`src/rtl/core/tcw_pkg.sv`:
```
// Shared types and constants for the text console writer.
package tcw_pkg;

  localparam int unsigned APB_ADDR_W = 3;
  localparam int unsigned CELL_W     = 16;

  localparam logic REG_DEFAULT_ATTR = 1'b0;
  localparam logic REG_ERROR_ATTR   = 1'b1;

  localparam logic [7:0] RESET_DEFAULT_ATTR = 8'd15;
  localparam logic [7:0] RESET_ERROR_ATTR   = 8'd244;

  localparam logic [7:0] CHAR_NUL     = 8'd0;
  localparam logic [7:0] CHAR_NEWLINE = 8'd10;
  localparam logic [7:0] CHAR_SPACE   = 8'd32;
  localparam logic [7:0] CHAR_ERROR   = 8'd69;

  typedef enum logic [1:0] {
    KIND_PRINT = 2'd0,
    KIND_CLEAR = 2'd1,
    KIND_READ  = 2'd2,
    KIND_NOP   = 2'd3
  } tcw_kind_e;

  typedef enum logic [2:0] {
    S_INIT,
    S_IDLE,
    S_EXEC,
    S_READ_WAIT,
    S_SCROLL_COPY,
    S_SCROLL_FILL,
    S_CLEAR
  } tcw_state_e;

  typedef struct packed {
    logic [1:0] kind;
    logic [7:0] char_code;
    logic [7:0] attribute;
    logic       at_cursor;
    logic [7:0] column;
    logic [7:0] line;
  } tcw_in_t;

  typedef struct packed {
    logic [6:0] cursor_column;
    logic [4:0] cursor_line;
    logic       bad_position;
    logic       scrolled;
    logic [7:0] cell_char;
    logic [7:0] cell_attribute;
  } tcw_out_t;

  typedef struct packed {
    logic [7:0] default_attr;
    logic [7:0] error_attr;
  } tcw_cfg_t;

endpackage

```
`src/rtl/core/tcw_cfg.sv`:
```
// APB register bank holding the default and error attributes.
module tcw_cfg (
  input  logic                             clk_i,
  input  logic                             rst_ni,
  input  logic                             psel,
  input  logic                             penable,
  input  logic                             pwrite,
  input  logic [tcw_pkg::APB_ADDR_W-1:0]   paddr,
  input  logic [31:0]                      pwdata,
  output logic [31:0]                      prdata,
  output logic                             pready,
  output tcw_pkg::tcw_cfg_t                cfg_o
);

  logic [7:0] default_attr_q, default_attr_d;
  logic [7:0] error_attr_q, error_attr_d;
  logic       wr_en;

  assign wr_en  = psel & penable & pwrite & pready;
  assign pready = 1'b1;

  always_comb begin
    default_attr_d = default_attr_q;
    error_attr_d   = error_attr_q;
    if (wr_en) begin
      unique case (paddr[2])
        tcw_pkg::REG_DEFAULT_ATTR: default_attr_d = pwdata[7:0];
        tcw_pkg::REG_ERROR_ATTR:   error_attr_d   = pwdata[7:0];
        default:                   ;
      endcase
    end
  end

  always_comb begin
    unique case (paddr[2])
      tcw_pkg::REG_DEFAULT_ATTR: prdata = {24'd0, default_attr_q};
      tcw_pkg::REG_ERROR_ATTR:   prdata = {24'd0, error_attr_q};
      default:                   prdata = 32'd0;
    endcase
  end

  always_ff @(posedge clk_i or negedge rst_ni) begin
    if (!rst_ni) begin
      default_attr_q <= tcw_pkg::RESET_DEFAULT_ATTR;
      error_attr_q   <= tcw_pkg::RESET_ERROR_ATTR;
    end else begin
      default_attr_q <= default_attr_d;
      error_attr_q   <= error_attr_d;
    end
  end

  assign cfg_o.default_attr = default_attr_q;
  assign cfg_o.error_attr   = error_attr_q;

endmodule

```
`config.mk`:
```
export PLATFORM = sky130hd
export DESIGN_NAME = tcw_cfg
export DESIGN_NICKNAME = d
export VERILOG_FILES = /design/src/rtl/core/tcw_pkg.sv /design/src/rtl/core/tcw_cfg.sv
export SDC_FILE = /design/constraint.sdc
export NUM_CORES = 1
export LEC_CHECK = 0
export BUFFER_PORTS_ARGS = -buffer_cell sky130_fd_sc_hd__buf_2
export CAP_MARGIN = 20
export CORE_MARGIN = 2
export CORE_UTILIZATION = 37
export CTS_BUF_LIST = sky130_fd_sc_hd__clkbuf_8
export DETAILED_ROUTE_END_ITERATION = 12
export GPL_TIMING_DRIVEN = 0
export PLACE_DENSITY = 0.81
export SYNTH_ARGS = -nofsm -noshare
export SYNTH_HDL_FRONTEND = slang
export SYNTH_SLANG_ARGS = --single-unit
```
`constraint.sdc`:
```
create_clock -name clk_i -period 0.9 [get_ports clk_i]
set_input_delay 0.09 -clock clk_i [delete_from_list [all_inputs] [get_ports clk_i]]
set_output_delay 0.09 -clock clk_i [all_outputs]
set_load 0.005 [all_outputs]
```
Word level (Yosys, flattened, before mapping)
Cells that the tools add are included.

cells by class
  muxes and demuxes = 1
  bitwise operators = 3
  reductions and logical operators = 2

operator list
  kind              count
  $pmux 32 s2       1
  $reduce_and 2->1  2
  $and 1x1->1       2
  $not 1->1         1

word-level totals
  flip-flop bits (word level) = 16
  logic and storage cells = 8

Longest topological paths before layout
  depth in word-level cells = 3
  depth in mapped cells = 3

Worst setup path before layout
No wires, ideal clock.

  path kind = input -> register
  start point = input port paddr[2] in the netlist's numbering
  end point = register default_attr_q[4]
  arrival time = 725 ps
  data required time = 775 ps
  setup slack = 50 ps
  cell stages on the path = 3
  cell sequence = buf_6 > nand4b_4 > mux2_2

on the way
  word-level cells in the longest chain between the ends = 2

RTL lines
  what                               line           RTL
  from (decl)                        tcw_cfg.sv:8   input logic [tcw_pkg::APB_ADDR_W-1:0] paddr,
  $not 1->1                          --
  $reduce_and 2->1 (no source line)  --
  to (signal assigned)               tcw_cfg.sv:44  default_attr_q <= tcw_pkg::RESET_DEFAULT_ATTR;
  to (signal assigned)               tcw_cfg.sv:47  default_attr_q <= default_attr_d;
  to (decl)                          tcw_cfg.sv:15  logic [7:0] default_attr_q, default_attr_d;

Every way passes these cells.
A chain may end at the register's enable or synchronous reset.

Final worst setup path
  start point = register default_attr_q[3]
  end point = output port prdata[3]

on the way
  word-level cells in the longest chain between the ends = 1

RTL lines
  what         line           RTL
  $pmux 32 s2  tcw_cfg.sv:35  unique case (paddr[2])
  to (decl)    tcw_cfg.sv:10  output logic [31:0] prdata,

Every way passes these cells. The select of a mux whose other input is x is not followed.

==> qor.yml <==
outcome: "finished with violations"
failed_checks: "setup timing"
grt_pass1_vias: 645
die_h_um: 54.23
seq_area_frac_synth: 0.4410
critPathMaxStageDelay_ps: 550
fin_skew_ps: 0
tritoncts: "done"
synth_warnings: 0
multiInputGateArea_um2: 442.9
rr_endpoint: "error_attr_q[5]"
coreArea_um2: 2432
setup_viol_count_final: 21
stdcell_count: 173
num_rows: 18
max_cap_viol_count: 0
clock-sinks: 16
min_period_ps: 1127
ant_nets: 0
post_dp_cell_area_um2: 1237
internal_power_mw: 2.176
regArea_um2: 411.6
drt_wl_total_um: 2077
firstDrtPassIters: 3
worstPathCellList: "mux2_4, buf_6"
nFillCells: 196
grt_max_degree: 17
rsz0062_at_grt: "yes"
design_area_um2: 1534
critPathKind: "register to output pin"
post_drt_wl_per_cell_um: 12.01
timing.final.crit_share: 1.252
worst_slack_ps: -227.2
clkTransAtPathRegs_ps: 60
hold_viol: 0
synth_top_area_share: 0.2895
syn2layout_area_growth_pct: 64.34
min_to: "error_attr_q[4]"
peakVddDrop_uv: 1518
sw_frac_of_total: 0.2475
synth_area_um2: 933.4
antenna_cells: 0
power.leakage_nw: 0.8256
ys_ff_latch: 16
hp-class: "primary input to register"
fp.dieW_um: 54.23
cpMaxStageDelayCell: "dfstp_2"
critPathArrivalTime_ps: 1040
regToRegSetupSlack_ps: 0
grt_overflow: 0
fin_util: 0.6307
synth_top_cell_by_area: "mux2_2"
synth_most_common_cell: "buf_4"
async_flop_share: 1.000
critPathLaunch: "default_attr_q[3]"
p_comb_frac: 0.417
power.net_switching_mw: 0.7159
worstSetupEndpointType: "output pin"
total_power_mw: 2.892
syn-instance-count: 70
cts_buffers: 3
layout-drive-gt1-share: 0.7692
finalSetupTns_ps: -2947
crit_fanout: 3
routed_via_density: 4.081
critPathBufInv: 1
p_seq_frac: 0.368
hpwl_um: 1401
synth_flop_cell: "dfstp_2"
route.detailed.drc: 0
antenna_found_initial: 0
holdPathStages: 2
via_count: 706
rr_startpoint: "error_attr_q[5]"
netlist_top_cells_area: "mux2_2, dfstp_2, buf_4"
place_inst: 159
ys_types: 8
gp_congestion: 0.6353
fmax_mhz: 887.2
cts-root-buf: "clkbuf_8"
syn_area_per_cell_um2: 13.33
crit_required_ps: 810
critPathTopFamily: "flip-flops"
clock_latency_ps: 250
layout.nets: 184
io_buffers: 36
ys_top_cells_by_count: "buf_4, mux2_2, dfstp_2"
reg2reg_depth: 3
p_clk_frac: 0.215
hp-start: "pwdata[4]"
die_area_um2: 2940
initial_core_util: 0.3837
p_per_area_nw_per_um2: 1886
drtIter0Drc: 3
maxSlewViolCount: 0
h-tree-depth: 1
grt_use_total: 0.1416
synth-edff-count: 0
ios: 89
grt_pass1_wl_um: 2849
startpoint_type: "register"
cts.path.max_buffers: 2
-- layout by cell type, fill, tap and decap left out --
cell           instances
nand4b_4               1
conb_1                25
clkbuf_8               4
dfrtp_1                7
dfstp_2                9
dlygate4sd3_1          1
mux2_2                15
buf_6                 25
mux2_4                 9
buf_2                 20
nand4_4                1
buf_4                 26
-- power by group through the flow --
stage / logic (mW) / registers, mW / clock network, mW
4_1_cts: 1.03 / 1.05 / 0.639
6_report: 1.20 / 1.07 / 0.622
5_1_grt: 1.31 / 1.08 / 0.674
2_1_floorplan: 0.372 / 1.07 / 0
3_3_place_gp: 0.693 / 1.04 / 0
3_5_place_dp: 0.708 / 1.07 / 0
-- registers in the layout (all words and copies together), names as in the netlist --
| register | cells |
|---|---|
| default_attr_q | 8 |
| error_attr_q | 8 |
-- metrics by stage --
step	setup slack (ps)	hold WS (ps)
after floorplan	50.06	-205.6
after global placement	-66.19	12.79
after detailed placement	-74.99	15.93
after CTS	-227.0	82.77
after global routing	-250.7	86.09
final	-227.2	88.07
-- worst max path at each step --
| stage | end | slack, ps | cells past startpoint |
|---|---|---|---|
| 6_report | prdata[3] | -230 | 2 |
| 5_1_grt | prdata[3] | -250 | 2 |
| 4_1_cts | prdata[4] | -230 | 2 |
| 3_5_place_dp | default_attr_q[4] | -70 | 3 |
| 3_3_place_gp | default_attr_q[4] | -70 | 3 |
| 2_1_floorplan | default_attr_q[4] | 50 | 3 |
-- final cells by class --
class                           instances  share of cell area
Buffer                                 26              0.1297
Clock buffer                            4             0.03589
Multi-Input combinational cell         51              0.2887
Sequential cell                        16              0.2684
Tap cell                               30             0.02447
Timing Repair Buffer                   46              0.2529
-- routing by layer --
| layer | track usage | vias up | wire length, µm |
|---|---|---|---|
| met3 | 0.05738 | 0 | 213 |
| met1 | 0.1436 | 328 | 697 |
| met4 | 0.02500 | 0 | 0 |
| met5 | 0 | - | 0 |
| met2 | 0.2711 | 44 | 1166 |
| li1 | - | 334 | - |
-- cells by family after synthesis --
| group | share of synthesized area |
|---|---|
| buffers and inverters | 0.2131 |
| muxes | 0.2895 |
| DFF | 0.4410 |
| and+or+nand+nor | 0.04825 |
| other | 0.008046 |
-- what timing repair did --
action,CTS,global route
endpoints found under the hold margin,7,0
gates resized for setup,20,15
hold buffers,1,0
cloned,0,0
setup endpoints to repair,17,22
buffers inserted,7,4
(Power assumes the default switching activity.)
