[src/rtl/core/tcw_pkg.sv]
// Shared types and constants for the text console writer.
package tcw_pkg;

  localparam int unsigned APB_ADDR_W = 3;
  localparam int unsigned CELL_W     = 16;

  localparam logic REG_DEFAULT_ATTR = 1'b0;
  localparam logic REG_ERROR_ATTR   = 1'b1;

  localparam logic [7:0] RESET_DEFAULT_ATTR = 8'd15;
  localparam logic [7:0] RESET_ERROR_ATTR   = 8'd244;

  localparam logic [7:0] CHAR_NUL     = 8'd0;
  localparam logic [7:0] CHAR_NEWLINE = 8'd10;
  localparam logic [7:0] CHAR_SPACE   = 8'd32;
  localparam logic [7:0] CHAR_ERROR   = 8'd69;

  typedef enum logic [1:0] {
    KIND_PRINT = 2'd0,
    KIND_CLEAR = 2'd1,
    KIND_READ  = 2'd2,
    KIND_NOP   = 2'd3
  } tcw_kind_e;

  typedef enum logic [2:0] {
    S_INIT,
    S_IDLE,
    S_EXEC,
    S_READ_WAIT,
    S_SCROLL_COPY,
    S_SCROLL_FILL,
    S_CLEAR
  } tcw_state_e;

  typedef struct packed {
    logic [1:0] kind;
    logic [7:0] char_code;
    logic [7:0] attribute;
    logic       at_cursor;
    logic [7:0] column;
    logic [7:0] line;
  } tcw_in_t;

  typedef struct packed {
    logic [6:0] cursor_column;
    logic [4:0] cursor_line;
    logic       bad_position;
    logic       scrolled;
    logic [7:0] cell_char;
    logic [7:0] cell_attribute;
  } tcw_out_t;

  typedef struct packed {
    logic [7:0] default_attr;
    logic [7:0] error_attr;
  } tcw_cfg_t;

endpackage

[src/rtl/core/tcw_ctrl.sv]
// Sequencer: cursor, item decode and copy, fill and clear sweeps over the screen memory.
module tcw_ctrl #(
  parameter int unsigned COLUMNS = 80,
  parameter int unsigned ROWS    = 25,
  localparam int unsigned CELLS  = COLUMNS * ROWS,
  localparam int unsigned ADDR_W = $clog2(CELLS)
) (
  input  logic                        clk_i,
  input  logic                        rst_ni,
  input  tcw_pkg::tcw_cfg_t           cfg_i,
  input  logic                        in_valid_i,
  output logic                        in_ready_o,
  input  tcw_pkg::tcw_in_t            in_data_i,
  output logic                        out_valid_o,
  input  logic                        out_ready_i,
  output tcw_pkg::tcw_out_t           out_data_o,
  output logic                        mem_we_o,
  output logic [ADDR_W-1:0]           mem_waddr_o,
  output logic [tcw_pkg::CELL_W-1:0]  mem_wdata_o,
  output logic                        mem_re_o,
  output logic [ADDR_W-1:0]           mem_raddr_o,
  input  logic [tcw_pkg::CELL_W-1:0]  mem_rdata_i
);

  localparam int unsigned COL_W = $clog2(COLUMNS);
  localparam int unsigned ROW_W = $clog2(ROWS);
  localparam logic [8:0] COL_LIM = 9'(COLUMNS);
  localparam logic [8:0] ROW_LIM = 9'(ROWS);
  localparam logic [ADDR_W-1:0] LAST_CELL   = ADDR_W'(CELLS - 1);
  localparam logic [ADDR_W-1:0] ROW_STRIDE  = ADDR_W'(COLUMNS);
  localparam logic [ADDR_W-1:0] BOTTOM_ROW  = ADDR_W'(CELLS - COLUMNS);
  localparam logic [COL_W-1:0]  LAST_COL    = COL_W'(COLUMNS - 1);
  localparam logic [ROW_W-1:0]  LAST_ROW    = ROW_W'(ROWS - 1);

  tcw_pkg::tcw_state_e state_q, state_d;
  tcw_pkg::tcw_in_t    item_q;
  tcw_pkg::tcw_out_t   out_q, out_d, res;
  logic                out_valid_q, out_valid_d;
  logic [COL_W-1:0]    cur_col_q, cur_col_d;
  logic [ROW_W-1:0]    cur_row_q, cur_row_d;
  logic [ADDR_W-1:0]   cnt_q, cnt_d;
  logic [ADDR_W-1:0]   wa_q, wa_d;
  logic                pend_q, pend_d;

  logic                go, outside, cnt_last, row_adv, scroll_now, pub;
  logic [COL_W-1:0]    tgt_col, new_col;
  logic [ROW_W-1:0]    tgt_row, new_row;
  logic [ADDR_W-1:0]   addr;
  logic [7:0]          attr_eff;
  tcw_pkg::tcw_kind_e  kind;

  // shared decode of the latched item
  always_comb begin
    kind     = tcw_pkg::tcw_kind_e'(item_q.kind);
    go       = !out_valid_q || out_ready_i;
    cnt_last = (cnt_q == LAST_CELL);
    outside  = !item_q.at_cursor &&
               (({1'b0, item_q.column} >= COL_LIM) || ({1'b0, item_q.line} >= ROW_LIM));
    tgt_col  = item_q.at_cursor ? cur_col_q : item_q.column[COL_W-1:0];
    tgt_row  = item_q.at_cursor ? cur_row_q : item_q.line[ROW_W-1:0];
    addr     = ADDR_W'(tgt_row) * ROW_STRIDE + ADDR_W'(tgt_col);
    attr_eff = (item_q.attribute == 8'd0) ? cfg_i.default_attr : item_q.attribute;
    row_adv  = (item_q.char_code == tcw_pkg::CHAR_NEWLINE) || (tgt_col == LAST_COL);
    new_col  = row_adv ? '0 : COL_W'(tgt_col + COL_W'(1));
    // past the last cell, or on a newline in the bottom row, the screen scrolls and the cursor stays on the bottom row
    scroll_now = row_adv && (tgt_row == LAST_ROW);
    new_row  = (row_adv && !scroll_now) ? ROW_W'(tgt_row + ROW_W'(1)) : tgt_row;
  end

  // next state
  always_comb begin
    state_d = state_q;
    unique case (state_q)
      tcw_pkg::S_INIT: begin
        if (cnt_last) state_d = tcw_pkg::S_IDLE;
      end
      tcw_pkg::S_IDLE: begin
        if (in_valid_i) state_d = tcw_pkg::S_EXEC;
      end
      tcw_pkg::S_EXEC: begin
        unique case (kind)
          tcw_pkg::KIND_PRINT: begin
            if (!outside && scroll_now) state_d = tcw_pkg::S_SCROLL_COPY;
            else if (go)                state_d = tcw_pkg::S_IDLE;
          end
          tcw_pkg::KIND_CLEAR: state_d = tcw_pkg::S_CLEAR;
          tcw_pkg::KIND_READ: begin
            if (!outside) state_d = tcw_pkg::S_READ_WAIT;
            else if (go)  state_d = tcw_pkg::S_IDLE;
          end
          tcw_pkg::KIND_NOP: begin
            if (go) state_d = tcw_pkg::S_IDLE;
          end
          default: ;
        endcase
      end
      tcw_pkg::S_READ_WAIT: begin
        if (go) state_d = tcw_pkg::S_IDLE;
      end
      tcw_pkg::S_SCROLL_COPY: begin
        if (cnt_last) state_d = tcw_pkg::S_SCROLL_FILL;
      end
      tcw_pkg::S_SCROLL_FILL: begin
        if (!pend_q && cnt_last && go) state_d = tcw_pkg::S_IDLE;
      end
      tcw_pkg::S_CLEAR: begin
        if (cnt_last && go) state_d = tcw_pkg::S_IDLE;
      end
      default: state_d = tcw_pkg::S_IDLE;
    endcase
  end

  // memory accesses, cursor, counters and result
  always_comb begin
    mem_we_o    = 1'b0;
    mem_waddr_o = cnt_q;
    mem_wdata_o = '0;
    mem_re_o    = 1'b0;
    mem_raddr_o = cnt_q;
    cur_col_d   = cur_col_q;
    cur_row_d   = cur_row_q;
    cnt_d       = cnt_q;
    wa_d        = wa_q;
    pend_d      = pend_q;
    pub         = 1'b0;
    res         = '0;

    unique case (state_q)
      tcw_pkg::S_INIT: begin
        mem_we_o    = 1'b1;
        mem_wdata_o = {tcw_pkg::RESET_DEFAULT_ATTR, tcw_pkg::CHAR_SPACE};
        cnt_d       = cnt_last ? '0 : ADDR_W'(cnt_q + ADDR_W'(1));
      end
      tcw_pkg::S_IDLE: ;
      tcw_pkg::S_EXEC: begin
        unique case (kind)
          tcw_pkg::KIND_PRINT: begin
            if (outside) begin
              mem_we_o         = 1'b1;
              mem_waddr_o      = LAST_CELL;
              mem_wdata_o      = {cfg_i.error_attr, tcw_pkg::CHAR_ERROR};
              res.bad_position = 1'b1;
              pub              = go;
            end else begin
              mem_we_o    = (item_q.char_code != tcw_pkg::CHAR_NEWLINE);
              mem_waddr_o = addr;
              mem_wdata_o = {attr_eff, item_q.char_code};
              if (scroll_now) begin
                cur_col_d = new_col;
                cur_row_d = new_row;
                cnt_d     = ROW_STRIDE;
                pend_d    = 1'b0;
              end else if (go) begin
                cur_col_d = new_col;
                cur_row_d = new_row;
                pub       = 1'b1;
              end
            end
          end
          tcw_pkg::KIND_CLEAR: begin
            cnt_d = '0;
          end
          tcw_pkg::KIND_READ: begin
            if (outside) begin
              res.bad_position = 1'b1;
              pub              = go;
            end else begin
              mem_re_o    = 1'b1;
              mem_raddr_o = addr;
            end
          end
          tcw_pkg::KIND_NOP: begin
            pub = go;
          end
          default: ;
        endcase
      end
      tcw_pkg::S_READ_WAIT: begin
        res.cell_char      = mem_rdata_i[7:0];
        res.cell_attribute = mem_rdata_i[15:8];
        pub                = go;
      end
      tcw_pkg::S_SCROLL_COPY: begin
        // read one row ahead, write back the cell read last cycle
        mem_re_o    = 1'b1;
        mem_raddr_o = cnt_q;
        mem_we_o    = pend_q;
        mem_waddr_o = wa_q;
        mem_wdata_o = mem_rdata_i;
        pend_d      = 1'b1;
        wa_d        = ADDR_W'(cnt_q - ROW_STRIDE);
        cnt_d       = cnt_last ? BOTTOM_ROW : ADDR_W'(cnt_q + ADDR_W'(1));
      end
      tcw_pkg::S_SCROLL_FILL: begin
        mem_we_o = 1'b1;
        if (pend_q) begin
          mem_waddr_o = wa_q;
          mem_wdata_o = mem_rdata_i;
          pend_d      = 1'b0;
        end else begin
          mem_wdata_o = {tcw_pkg::CHAR_NUL, tcw_pkg::CHAR_NUL};
          if (!cnt_last) begin
            cnt_d = ADDR_W'(cnt_q + ADDR_W'(1));
          end else if (go) begin
            res.scrolled = 1'b1;
            pub          = 1'b1;
          end
        end
      end
      tcw_pkg::S_CLEAR: begin
        mem_we_o    = 1'b1;
        mem_wdata_o = {cfg_i.default_attr, tcw_pkg::CHAR_SPACE};
        if (!cnt_last) begin
          cnt_d = ADDR_W'(cnt_q + ADDR_W'(1));
        end else if (go) begin
          cur_col_d = '0;
          cur_row_d = '0;
          pub       = 1'b1;
        end
      end
      default: ;
    endcase

    res.cursor_column = 7'(cur_col_d);
    res.cursor_line   = 5'(cur_row_d);
  end

  always_comb begin
    out_valid_d = out_valid_q;
    out_d       = out_q;
    if (pub) begin
      out_valid_d = 1'b1;
      out_d       = res;
    end else if (out_ready_i) begin
      out_valid_d = 1'b0;
    end
  end

  always_ff @(posedge clk_i or negedge rst_ni) begin
    if (!rst_ni) begin
      state_q     <= tcw_pkg::S_INIT;
      out_valid_q <= 1'b0;
      cur_col_q   <= '0;
      cur_row_q   <= '0;
      cnt_q       <= '0;
      wa_q        <= '0;
      pend_q      <= 1'b0;
    end else begin
      state_q     <= state_d;
      out_valid_q <= out_valid_d;
      cur_col_q   <= cur_col_d;
      cur_row_q   <= cur_row_d;
      cnt_q       <= cnt_d;
      wa_q        <= wa_d;
      pend_q      <= pend_d;
    end
  end

  always_ff @(posedge clk_i) begin
    if (in_valid_i && in_ready_o) begin
      item_q <= in_data_i;
    end
    out_q <= out_d;
  end

  assign in_ready_o  = (state_q == tcw_pkg::S_IDLE);
  assign out_valid_o = out_valid_q;
  assign out_data_o  = out_q;

endmodule

[config.mk]
export PLATFORM = sky130hd
export DESIGN_NAME = tcw_ctrl
export DESIGN_NICKNAME = d
export VERILOG_FILES = /design/src/rtl/core/tcw_pkg.sv /design/src/rtl/core/tcw_ctrl.sv
export SDC_FILE = /design/constraint.sdc
export NUM_CORES = 1
export LEC_CHECK = 0
export ABC_AREA = 1
export BUFFER_PORTS_ARGS = -buffer_cell sky130_fd_sc_hd__buf_2
export CORE_MARGIN = 5
export CORE_UTILIZATION = 40
export DETAILED_ROUTE_END_ITERATION = 16
export HOLD_SLACK_MARGIN = 0.06
export PLACE_DENSITY = 0.63
export SLEW_MARGIN = 10
export SYNTH_ARGS = -nofsm -noshare
export SYNTH_HDL_FRONTEND = slang
export SYNTH_SLANG_ARGS = --single-unit
[constraint.sdc]
create_clock -name clk_i -period 9.77 [get_ports clk_i]
set_input_delay 1.954 -clock clk_i [delete_from_list [all_inputs] [get_ports clk_i]]
set_output_delay 1.954 -clock clk_i [all_outputs]
set_load 0.1 [all_outputs]
Yosys cells after proc, flatten, opt, wreduce, memory -nomap -nowiden
Index checks and enable logic that the tools add are counted.
- register bits after elaboration: 104
- output and inout port bits: 72
- logic and storage cells: 150
- $add $sub $neg: 5
- $mul: 1
- magnitude comparators: 2
- eq/ne operators: 26
- multiplexer cells: 69
- reduce and logical (&&, ||, !) cells: 28
- operators with widths (operator ; count):
    two-way mux 11 bit ; 12
    one-hot mux 16 bit (5 select lines) ; 1
    two-way mux 7 bit ; 8
    one-hot mux 11 bit (5 select lines) ; 1
    two-way mux 16 bit ; 3
    two-way mux 5 bit ; 8
    one-hot mux 11 bit (3 select lines) ; 1
    two-way mux 3 bit ; 8
    one-hot mux 11 bit (2 select lines) ; 1
    one-hot mux 3 bit (7 select lines) ; 1
    two-way mux 1 bit ; 16
    != test 2 bit, second input constant ; 8
    one-hot mux 7 bit (2 select lines) ; 1
    one-hot mux 3 bit (4 select lines) ; 1
    adder 11 x 1 -> 11 bit, second input constant ; 1
    adder 11 x 7 -> 11 bit ; 1
    == test 11 bit, second input constant ; 1
    subtractor 11 x 7 -> 11 bit, second input constant ; 1
    one-hot mux 5 bit (2 select lines) ; 1
    AND reduction 5 bit ; 2
    == test 3 bit, second input constant ; 3
    one-hot mux 1 bit (3 select lines) ; 3
    == test 8 x 4 -> 1 bit, second input constant ; 1
    >= comparator 8 x 5 -> 1 bit, second input constant ; 1
    30 further kinds ; 46

Depth between registers and ports, before layout
Gate-level depths: netlist of run 1.
- word-level depth: 12
- gate-level depth with buffers: 16
- depth with buffers taken out: 15

Least setup slack after synthesis of run 1
No wires, ideal clock.
- path type: in2out
- start: input port mem_rdata_i[0] (netlist name)
- end: output port mem_wdata_o[0] (netlist name)
- data arrival time: 4100 ps
- required time: 7816 ps
- setup slack: 3716 ps
- stages on the path: 2
- path buffers: 0
- cells stage by stage: inv_1 -> o21ai_0
- word-level cells in the longest chain between the ends: 2
- RTL lines (item ; RTL line ; source):
    start, declared ; tcw_ctrl.sv:22 ; input logic [tcw_pkg::CELL_W-1:0] mem_rdata_i
    two-way mux 16 bit ; tcw_ctrl.sv:196 ; if (pend_q) begin
    one-hot mux 16 bit (5 select lines) * ; tcw_ctrl.sv:128 ; unique case (state_q)
    end, declared ; tcw_ctrl.sv:19 ; output logic [tcw_pkg::CELL_W-1:0] mem_wdata_o,
Mark *: on every way between the ends. The rest lies on a longest branch, timed or not.

Final worst setup path of run 1
- start: register item_q[16] (netlist name)
- end: output port mem_waddr_o[10]
- word-level cells in the longest chain between the ends: 6
- elaborated cells between the ends (all ways): 9
- RTL lines (item ; RTL line ; source):
    start, declared ; tcw_ctrl.sv:36 ; tcw_pkg::tcw_in_t item_q;
    start signal, assigned ; tcw_ctrl.sv:261 ; item_q <= in_data_i;
    two-way mux 5 bit ; tcw_ctrl.sv:60 ; tgt_row = item_q.at_cursor ? cur_row_q : item_q.line[ROW_W-1:0];
    multiplier 5 x 3 -> 7 bit ; tcw_ctrl.sv:61 ; addr = ADDR_W'(tgt_row) * ROW_STRIDE + ADDR_W'(tgt_col);
    adder 11 x 7 -> 11 bit ; tcw_ctrl.sv:61 ;
    two-way mux 11 bit * ; tcw_ctrl.sv:138 ; if (outside) begin
    two-way mux 11 bit * ; tcw_ctrl.sv:136 ; unique case (kind)
    one-hot mux 11 bit (3 select lines) * ; tcw_ctrl.sv:128 ;
    end, declared ; tcw_ctrl.sv:18 ; output logic [ADDR_W-1:0] mem_waddr_o,
Marks and branches as above.

==> impl_metrics.yaml, run 1 <==
status:
  run_status: "complete, no violations"
logic_synthesis:
  synth.distinct_cells: 44
  netlist_top_cells_count: "158 x sky130_fd_sc_hd__nand2_1, 93 x sky130_fd_sc_hd__inv_1, 68 x sky130_fd_sc_hd__nor2_1"
  synthArstFlopShare: 0.375
  synth_seq_area_share: 0.481
  post_synthesis_instance_total: 721
  postSynthNetCount: 809
  yosys_warnings: 0
  postSynthRegisterBits: 104
  postSynthAreaPerCell_um2: 8.44
  yosys.cell_count.top_type: "sky130_fd_sc_hd__nand2_1"
  syn_area_um2: 6080
  synth.area.top_cells: "sky130_fd_sc_hd__edfxtp_1 32%, sky130_fd_sc_hd__dfrtp_1 16%, sky130_fd_sc_hd__nand2_1 9.7%, sky130_fd_sc_hd__inv_1 5.7%, sky130_fd_sc_hd__o21ai_0 4.6%"
  synth_edf_count: 65
  synth_largest_type_area_fraction: 0.321
  synth_area_leader_cell: "sky130_fd_sc_hd__edfxtp_1"
  ys_dominant_reg_cell: "sky130_fd_sc_hd__edfxtp_1"
setup_path:
  worstSetupStartpointType: "flop"
  reg2reg_depth: 15
  worst-endpoint-arrival_ns: 3.90
  crit_slowest_cell: "sky130_fd_sc_hd__o21ai_0"
  critPathKind: "flop to primary output"
  ff2ff_setup_slack_ns: 6.63
  crit_chain: "o21ai_0 > ha_1 > ha_1 > fa_1 > xor2_1 > nand3_1 > xor2_1 > nand2_1 > o211ai_1 > nand3_1 > buf_2"
  timing.critical_path.to_type: "primary output"
  rr_endpoint: "out_data_o[2]"
  regToRegStartpoint: "item_q[16]"
  worst-path-buf-inv: 1
  path_delay_family: "adder cells"
  data_required_time_of_the_worst_path_ns: 7.82
  timing.critical_path.fanout_max: 14
  slowest_delay_ns: 0.72
finish:
  antenna_cells: 0
  nNetsFinal: 950
  final_layout_size_suffix_gt1_frac: 0.250
  fillers: 1480
  sequential_cell_area_um2: 2930
  area.growth.synth_to_final_pct: 20.2
  multiInputGateArea_um2: 2670
die:
  die_h_um: 133
  rows: 45
  core_um2: 15000
  initial_core_util: 0.405
  ioPinCount: 143
  area_of_the_die_um2: 17800
  floorplan.die.width_um: 133
place:
  place_ws_ns: 4.33
  finalWeightedCongestion: 0.911
  place.detailed.hpwl_um: 12900
  io_buffers: 142
timing:
  hold_violations: 0
  unrepaired_setup_endpoints_after_global_routing: "no"
  finalSetupViolations: 0
  relSlewSlack: 0.270
  fin_setup_tns_ns: 0
  maxSlewViolCount: 0
  period_needed_ns: 5.85
  timing.clock.skew_ns: 0.0115
  max_slew.worst_pin.slew_ns: 1.09
  maxClockFrequency_ghz: 0.171
  setup_slack_ns: 3.92
  finalCritPeriodShare: 0.599
power:
  total_leakage_power_nw: 3.39
  max-vdd-ir-drop_mv: 0.0876
  pwr_density_cell_nw_per_um2: 125
clock_tree:
  cts_hold_buffers: 0
  htree_levels: 3
  clock_tree_from_tritoncts: "built"
  cts.sinks: 104
  cts_root_buffer: "sky130_fd_sc_hd__clkbuf_16"
  cts_max_path_buffers: 2
  cts_resized: 0
  cts_inserted_buffers: 9
  cts_setup_buffers: 0
  worst_skew_pair.late_latency_ns: 0.36
  clk_transition_reported_paths_ns: 0.08
grt:
  grt_pass1_wl_um: 26800
  grt-ovfl-total: 0
  antenna_found_initial: 0
  grt_usage: 0.191
  pin_count_of_the_biggest_net_entering_global_routing: 40
  first_global_vias: 5194
drt:
  detailed_route_drc_error_count: 0
  drt.antenna.violating_nets: 0
  num_vias: 5405
  detailedRoute.firstPassIterationCount: 5
  initialDrtViolationCount: 334
  routed_wl_um: 17000
  via_per_inst: 5.12
  wl_per_cell_um: 16.1
hold_path:
  hold_path_end: "wa_q[2]"
  min-delay-path-class: "flop to flop"
  hold_depth: 2
  hold_start: "wa_q[2]"
job:
  maxCapViolations: 0
==> how the worst max path moves through the flow <==
stage	from	endpoint	cells after the start
2_1_floorplan	mem_rdata_i[0]	mem_wdata_o[0]	2
3_3_place_gp	item_q[16]	mem_waddr_o[10]	11
3_5_place_dp	item_q[16]	mem_waddr_o[10]	11
4_1_cts	item_q[16]	mem_waddr_o[10]	11
5_1_grt	item_q[16]	mem_waddr_o[10]	11
6_report	item_q[16]	mem_waddr_o[10]	11
==> tightest hold or removal path, cell delays in order, from the launching register on <==
cell	delay, ns
sky130_fd_sc_hd__dfrtp_1	0.34
sky130_fd_sc_hd__nand2_1	0.05
sky130_fd_sc_hd__o21ai_0	0.06
==> metrics by stage <==
stage          hold WS [ns]  cells  power [mW]  instance area (um^2)   util
2_1_floorplan         0.453    721       0.477                  6080      -
3_3_place_gp          0.471   1039       0.496                  6960  0.463
3_5_place_dp          0.475   1039       0.496                  6960  0.463
4_1_cts               0.492   1055       0.919                  7310  0.486
5_1_grt               0.508   1055       0.940                  7310  0.486
6_report              0.486   1055       0.912                  7310  0.486
==> sequential cells by signal, summed over array words and instances, names as in the netlist <==
signal / count
kind: 2
out_data_o: 30
state_q: 3
cur_col_q: 7
out_valid_o: 1
item_q: 33
pend_q: 1
cnt_q: 11
wa_q: 11
cur_row_q: 5
==> cells by family (layout without fill, tap and decap cells) <==
group,after synthesis,after routing,synth area share
compound gates,144,144,0.145
buf+inv,122,268,0.0814
fa+ha+maj,17,17,0.0374
flops,104,104,0.481
xor+xnor,17,17,0.0245
simple gates,317,317,0.231
==> layer usage <==
metal / up-vias / routed length (um) / share of wire / track usage
met5: - / 0 / 0 / 0
met4: 0 / 293 / 0.017 / 0.0583
met3: 17 / 1250 / 0.073 / 0.0389
met2: 201 / 7970 / 0.47 / 0.319
met1: 2486 / 7520 / 0.44 / 0.249
li1: 2701 / - / - / -
==> layout by cell type (no fill, tap or decap), types with 7 or more instances in the layout <==
cell type / n
sky130_fd_sc_hd__nand2_1: 158
sky130_fd_sc_hd__buf_2: 142
sky130_fd_sc_hd__inv_1: 93
sky130_fd_sc_hd__nor2_1: 67
sky130_fd_sc_hd__edfxtp_1: 65
sky130_fd_sc_hd__o21ai_0: 56
sky130_fd_sc_hd__nand3_1: 49
sky130_fd_sc_hd__dfrtp_1: 39
sky130_fd_sc_hd__a21oi_1: 21
sky130_fd_sc_hd__xor2_1: 15
sky130_fd_sc_hd__o211ai_1: 15
sky130_fd_sc_hd__ha_1: 15
sky130_fd_sc_hd__inv_2: 13
sky130_fd_sc_hd__o21ai_2: 13
sky130_fd_sc_hd__o21ai_1: 13
sky130_fd_sc_hd__nand2_2: 10
sky130_fd_sc_hd__clkbuf_16: 9
sky130_fd_sc_hd__nor2_2: 8
sky130_fd_sc_hd__a22oi_1: 7
==> where the power goes <==
group	internal, mW	leakage, nW	switching, mW	total, mW
clock network	0.254	0.172	0.172	0.426
logic	0.0103	2.13	0.0106	0.0209
registers	0.465	1.09	0.00000000000000000757	0.465
==> layout make-up <==
class                   count  area share
well taps                 188      0.0322
multi-input cells         495       0.365
flip-flops and latches    104       0.400
repair buffers            144      0.0992
clock buffers               9      0.0308
inverters                 108      0.0558
clock inverters             7      0.0169
Power figures use the tool's default switching activity.
==> run 2, diff against run 1 <==
Settings changed: ABC_AREA 1 to 0.
Clock period 9.77 ns to 5.4 ns, I/O delays scaled along.
==> run 2 against run 1 <==
Net effect:
- final cell count fell by 16%
- core utilization decreased by 0.76 points
- sequential cell count is the same
- global-route usage up 0.68 points
- critical endpoint unchanged
- highest routed layer unchanged
- register-to-register slack worse by 4.8 ns
- clock skew decreased by 0.0045 ns
- non-clock buffer count is 7 higher
==> impl_metrics.yaml, run 2 <==
timing:
  finalCritPeriodShare: 0.945
  maxClockFrequency_ghz: 0.196
  period_needed_ns: 5.10
  finalSetupViolations: 0
  maxSlewViolCount: 0
  hold_violations: 0
  fin_setup_tns_ns: 0
  timing.clock.skew_ns: 0.00699
  unrepaired_setup_endpoints_after_global_routing: "no"
  max_slew.worst_pin.slew_ns: 1.10
  relSlewSlack: 0.265
finish:
  mostFrequentLayoutCell: "sky130_fd_sc_hd__buf_2"
  regMostFlops: "item_q"
  largest_reg_flops: 33
  area.growth.synth_to_final_pct: 18.3
  antenna_cells: 0
  fillers: 1388
  utilization: 0.479
  final_layout_size_suffix_gt1_frac: 0.282
  final_cell_mix: "142 x sky130_fd_sc_hd__buf_2, 65 x sky130_fd_sc_hd__edfxtp_1, 48 x sky130_fd_sc_hd__nand2_1, 42 x sky130_fd_sc_hd__o21ai_0, 39 x sky130_fd_sc_hd__dfrtp_1"
  nNetsFinal: 785
setup_path:
  critPathKind: "flop to primary output"
  crit_path_frequent_cell: "sky130_fd_sc_hd__ha_1"
  ff2ff_setup_slack_ns: 1.80
  worstSetupStartpointType: "flop"
  path_delay_family: "adder cells"
  timing.critical_path.fanout_max: 13
  worst-path-buf-inv: 2
  regToRegStartpoint: "item_q[16]"
  timing.critical_path.to_type: "primary output"
  crit_slowest_cell: "sky130_fd_sc_hd__edfxtp_1"
  slowest_delay_ns: 0.55
  rr_endpoint: "out_data_o[25]"
  crit_chain: "buf_4 > mux2_4 > ha_1 > ha_1 > fa_1 > xnor2_1 > nand4b_1 > xnor3_1 > a311oi_1 > a221o_1 > buf_2"
  worst-endpoint-arrival_ns: 4.02
  data_required_time_of_the_worst_path_ns: 4.32
  reg2reg_depth: 9
logic_synthesis:
  synth_area_leader_cell: "sky130_fd_sc_hd__edfxtp_1"
  synth.distinct_cells: 73
  synth_largest_type_area_fraction: 0.320
  post_synthesis_instance_total: 576
  synth_seq_area_share: 0.480
  postSynthNetCount: 664
  synthArstFlopShare: 0.375
  postSynthRegisterBits: 104
  postSynthAreaPerCell_um2: 10.6
  syn_area_um2: 6110
  yosys.cell_count.top_type: "sky130_fd_sc_hd__edfxtp_1"
  netlist_top_cells_count: "65 x sky130_fd_sc_hd__edfxtp_1, 48 x sky130_fd_sc_hd__nand2_1, 43 x sky130_fd_sc_hd__o21ai_0"
  synth_edf_count: 65
  yosys_warnings: 0
  ys_dominant_reg_cell: "sky130_fd_sc_hd__edfxtp_1"
  synth.area.top_cells: "sky130_fd_sc_hd__edfxtp_1 32%, sky130_fd_sc_hd__dfrtp_1 16%, sky130_fd_sc_hd__o21ai_0 3.5%, sky130_fd_sc_hd__ha_1 3.1%, sky130_fd_sc_hd__nand2_1 3.0%"
job:
  maxCapViolations: 0
grt:
  grt_usage: 0.197
  grt_pass1_wl_um: 27900
  pin_count_of_the_biggest_net_entering_global_routing: 40
  antenna_found_initial: 0
  first_global_vias: 5174
  grt-ovfl-total: 0
drt:
  detailedRoute.firstPassIterationCount: 5
  drt.antenna.violating_nets: 0
  via_per_inst: 5.83
  num_vias: 5190
  routed_wl_um: 17900
  wl_per_cell_um: 20.1
  initialDrtViolationCount: 376
  detailed_route_drc_error_count: 0
clock_tree:
  htree_levels: 3
  cts_hold_buffers: 0
  cts_inserted_buffers: 9
  worst_skew_pair.late_latency_ns: 0.36
  cts_max_path_buffers: 2
  clock_tree_from_tritoncts: "built"
  clk_transition_reported_paths_ns: 0.07
  cts_resized: 0
  cts.sinks: 104
  cts_setup_buffers: 0
  cts_root_buffer: "sky130_fd_sc_hd__clkbuf_16"
status:
  run_status: "complete, no violations"
hold_path:
  hold_path_end: "wa_q[8]"
  hold_start: "wa_q[8]"
  min-delay-path-class: "flop to flop"
  hold_depth: 2
place:
  place.detailed.hpwl_um: 13300
  finalWeightedCongestion: 0.901
  io_buffers: 142
power:
  total_leakage_power_nw: 2.93
  max-vdd-ir-drop_mv: 0.184
  pwr_density_cell_nw_per_um2: 222
die:
  initial_core_util: 0.405
  core_um2: 15100
  area_of_the_die_um2: 17800
  ioPinCount: 143
  rows: 45
  die_h_um: 134
  floorplan.die.width_um: 134
run 2: cell count changes in the layout (fill, tap and decap cells not counted), moves of 11 or more:
cell	before	now
sky130_fd_sc_hd__a22o_1	0	15
sky130_fd_sc_hd__nor2_1	67	29
sky130_fd_sc_hd__inv_1	93	21
sky130_fd_sc_hd__xor2_1	15	4
sky130_fd_sc_hd__inv_2	13	0
sky130_fd_sc_hd__o21ai_0	56	42
sky130_fd_sc_hd__nand2_1	158	48
sky130_fd_sc_hd__nand3_1	49	13
sky130_fd_sc_hd__o21ai_2	13	1
sky130_fd_sc_hd__and3_1	0	21
sky130_fd_sc_hd__mux2_2	0	11
run 2: stage by stage:
stage	worst slack [ns]	hold slack, ns	power [mW]	area [um^2]	instances
5_1_grt	0.117	0.509	1.66	7230	890
6_report	0.298	0.484	1.61	7230	890
2_1_floorplan	0.203	0.450	0.913	6110	576
3_5_place_dp	0.687	0.474	0.956	6930	874
4_1_cts	0.283	0.489	1.62	7230	890
3_3_place_gp	0.816	0.469	0.955	6930	874
run 2: worst reg2reg max path, stage by stage (launching register included):
cell	delay (ns)
sky130_fd_sc_hd__edfxtp_1	0.55
sky130_fd_sc_hd__buf_4	0.29
sky130_fd_sc_hd__mux2i_1	0.43
sky130_fd_sc_hd__inv_1	0.09
sky130_fd_sc_hd__ha_1	0.25
sky130_fd_sc_hd__nand4b_1	0.16
sky130_fd_sc_hd__o2bb2ai_2	0.22
sky130_fd_sc_hd__a21oi_2	0.16
sky130_fd_sc_hd__o21a_1	0.24
sky130_fd_sc_hd__o22ai_4	0.83
run 2: how the worst max path moves through the flow:
stage	startpoint	endpoint	slack, ns	cells after the start
3_5_place_dp	item_q[16]	mem_waddr_o[10]	0.69	11
2_1_floorplan	item_q[16]	mem_raddr_o[10]	0.20	10
6_report	item_q[16]	mem_waddr_o[10]	0.30	11
3_3_place_gp	item_q[16]	mem_waddr_o[10]	0.82	11
4_1_cts	item_q[16]	mem_waddr_o[10]	0.28	11
5_1_grt	item_q[16]	mem_waddr_o[10]	0.12	11
run 2: cell type report:
| type | count | area, um^2 | share of cell area |
|---|---|---|---|
| clock buffer | 11 | 233 | 0.0322 |
| clock inverter | 5 | 66.3 | 0.00918 |
| inverter | 21 | 78.8 | 0.0109 |
| multi-input combinational | 410 | 2910 | 0.402 |
| sequential | 104 | 2930 | 0.405 |
| tap | 188 | 235 | 0.0326 |
| timing repair buffer | 151 | 778 | 0.108 |
run 2: report_power, final:
group / switching (mW) / internal (mW) / leakage, nW / total [mW]
clock: 0.303 / 0.366 / 0.142 / 0.668
sequential: 0.0000000000000000221 / 0.842 / 1.02 / 0.842
combinational: 0.0707 / 0.0259 / 1.78 / 0.0966
run 2: kinds of logic (layout without fill, tap and decap cells):
| logic type | count (synthesis) | in the layout | share of synthesized area |
|---|---|---|---|
| AOI/OAI and AO/OA | 190 | 190 | 0.223 |
| xor gates and xnor gates | 16 | 16 | 0.0252 |
| adders and majority gates | 17 | 17 | 0.0373 |
| buffers and inverters | 62 | 188 | 0.0475 |
| DFF | 104 | 104 | 0.480 |
| muxes | 23 | 23 | 0.0416 |
| and+or+nand+nor | 164 | 164 | 0.145 |
run 2: metal layers:
metal  part of all wire  vias up  routed length (um)  GRT usage
met3              0.078       19                1400     0.0423
met4              0.017        0                 297     0.0691
li1                   -     2447                   -          -
met2               0.46      254                8260      0.319
met5                  0        -                   0          0
met1               0.44     2470                7910      0.263
==> run 3, diff against run 2 <==
Settings changed: CORE_UTILIZATION 40 to 45, PLACE_DENSITY 0.63 to 0.72.
Clock period 5.4 ns to 4.25 ns, I/O delays scaled along.
==> run 3 against run 2 <==
Net effect:
- cell area rose by 4.2%
- power rose by 23%
- core utilization rose by 8.7 points
- critical endpoint unchanged
- register-to-register slack got worse by 0.93 ns
- die area fell by 10%
- non-clock buffer count rose by 14
- setup slack got worse by 0.23 ns
- global-route usage rose by 3.1 points
- sequential share of layout area fell by 1.6 points
==> impl_metrics.yaml, run 3 (synthesis results as in run 2) <==
status:
  run_status: "complete, no violations"
die:
  floorplan.die.width_um: 126
  die_h_um: 126
  area_of_the_die_um2: 16000
  ioPinCount: 143
  core_um2: 13300
  initial_core_util: 0.459
  rows: 42
setup_path:
  data_required_time_of_the_worst_path_ns: 3.40
  crit_slowest_cell: "sky130_fd_sc_hd__edfxtp_1"
  worst-endpoint-arrival_ns: 3.34
  crit_chain: "buf_4 > mux2_4 > ha_2 > ha_4 > fa_2 > xnor2_2 > nand4b_1 > xnor3_1 > a311oi_2 > a221o_2 > buf_12"
  worstSetupStartpointType: "flop"
  timing.critical_path.to_type: "primary output"
  critPathKind: "flop to primary output"
  path_delay_family: "adder cells"
  slowest_delay_ns: 0.41
  worst-path-buf-inv: 2
  timing.critical_path.fanout_max: 9
finish:
  nNetsFinal: 799
  area.growth.synth_to_final_pct: 23.3
  final_area_um2: 7530
  regMostFlops: "item_q"
  utilization: 0.566
  mostFrequentLayoutCell: "sky130_fd_sc_hd__buf_2"
  fillers: 1140
  largest_reg_flops: 33
  final_layout_size_suffix_gt1_frac: 0.316
  antenna_cells: 0
  final_cell_mix: "132 x sky130_fd_sc_hd__buf_2, 65 x sky130_fd_sc_hd__edfxtp_1, 48 x sky130_fd_sc_hd__nand2_1, 39 x sky130_fd_sc_hd__o21ai_0, 39 x sky130_fd_sc_hd__dfrtp_1"
grt:
  antenna_found_initial: 0
  pin_count_of_the_biggest_net_entering_global_routing: 40
  grt_pass1_wl_um: 29200
  first_global_vias: 5376
  grt_usage: 0.228
  grt-ovfl-total: 0
timing:
  finalCritPeriodShare: 0.985
  worst_hold_slack_ns: 0.487
  period_needed_ns: 4.19
  setup_slack_ns: 0.0642
  unrepaired_setup_endpoints_after_global_routing: "yes"
  maxClockFrequency_ghz: 0.239
  finalSetupViolations: 0
  max_slew.worst_pin.slew_ns: 0.951
  hold_violations: 0
  relSlewSlack: 0.366
  maxSlewViolCount: 0
  timing.clock.skew_ns: 0.00969
place:
  place.detailed.hpwl_um: 13600
  placement.cell_area_um2: 7140
  place_ws_ns: 0.235
  finalWeightedCongestion: 0.940
  io_buffers: 142
clock_tree:
  cts_root_buffer: "sky130_fd_sc_hd__clkbuf_16"
  clock_tree_from_tritoncts: "built"
  cts_hold_buffers: 0
  worst_skew_pair.late_latency_ns: 0.36
  clk_transition_reported_paths_ns: 0.07
  cts.sinks: 104
  cts_max_path_buffers: 2
  cts_inserted_buffers: 9
  htree_levels: 3
drt:
  wl_per_cell_um: 20.8
  detailed_route_drc_error_count: 0
  drt.antenna.violating_nets: 0
  initialDrtViolationCount: 450
  via_per_inst: 6.05
  detailedRoute.firstPassIterationCount: 6
  routed_wl_um: 18500
  num_vias: 5401
power:
  pwr_density_cell_nw_per_um2: 263
  max-vdd-ir-drop_mv: 0.196
  total_leakage_power_nw: 3.06
hold_path:
  min-delay-path-class: "flop to flop"
job:
  maxCapViolations: 0
-- run 3: cell types whose count changed in the layout (fill, tap and decap cells not counted), moves of 3 or more --
cell                      delta
sky130_fd_sc_hd__buf_12     +10
sky130_fd_sc_hd__buf_2      -10
sky130_fd_sc_hd__buf_4      +13
sky130_fd_sc_hd__ha_1        -3
sky130_fd_sc_hd__mux2i_1     -3
sky130_fd_sc_hd__o21ai_0     -3
-- run 3: worst register-to-register path: stages, from the launching register on --
cell                        delay, ns
sky130_fd_sc_hd__edfxtp_1        0.41
sky130_fd_sc_hd__buf_6           0.15
sky130_fd_sc_hd__buf_4           0.19
sky130_fd_sc_hd__mux2i_1         0.21
sky130_fd_sc_hd__inv_1           0.09
sky130_fd_sc_hd__ha_1            0.22
sky130_fd_sc_hd__nand4b_1        0.16
sky130_fd_sc_hd__o2bb2ai_2       0.23
sky130_fd_sc_hd__a211oi_2        0.74
sky130_fd_sc_hd__o21a_1          0.48
sky130_fd_sc_hd__mux2_2          0.40
-- run 3: power breakdown --
| group | internal [mW] | switching [mW] |
|---|---|---|
| clock network | 0.404 | 0.385 |
| logic | 0.0330 | 0.0905 |
| registers | 1.07 | 0.0000000000000000316 |
-- run 3: path summary, 6_finish.rpt --
path,from,to,slack (ns),depth (start not counted)
min in group asynchronous,rst_ni,wa_q[3],0.64,1
max in group asynchronous,rst_ni,cur_row_q[3],3.02,1
max reg2reg,item_q[16],cnt_q[1],0.87,10
max,item_q[16],mem_waddr_o[10],0.06,11
min reg2reg,wa_q[4],wa_q[4],0.49,2
min,wa_q[4],wa_q[4],0.49,2
-- run 3: stage by stage --
stage / total power, mW / setup TNS [ns] / cells
3_3_place_gp: 1.21 / 0 / 872
5_1_grt: 2.05 / -0.0479 / 892
3_5_place_dp: 1.22 / 0 / 872
6_report: 1.98 / 0 / 892
2_1_floorplan: 1.16 / -0.198 / 576
4_1_cts: 2.00 / 0 / 892
-- run 3: metal layers --
layer / GRT usage / up-vias / wire [um]
met3: 0.0513 / 34 / 1820
met2: 0.366 / 304 / 8580
met4: 0.0732 / 0 / 372
li1: - / 2471 / -
met5: 0 / - / 0
met1: 0.308 / 2592 / 7790
-- run 3: cell type report --
| type | instances | area (um^2) | area share |
|---|---|---|---|
| Clock buffer | 9 | 225 | 0.0299 |
| Clock inverter | 7 | 53.8 | 0.00715 |
| Inverter | 21 | 78.8 | 0.0105 |
| Multi-Input combinational cell | 410 | 2980 | 0.396 |
| Sequential cell | 104 | 2930 | 0.389 |
| Tap cell | 176 | 220 | 0.0293 |
| Timing Repair Buffer | 165 | 1040 | 0.138 |
-- run 3: repair_timing --
item / CTS / global route
buffers inserted: 4 / 0
pin swaps: 1 / 2
resized for setup: 5 / 9
setup endpoints to repair: 1 / 2
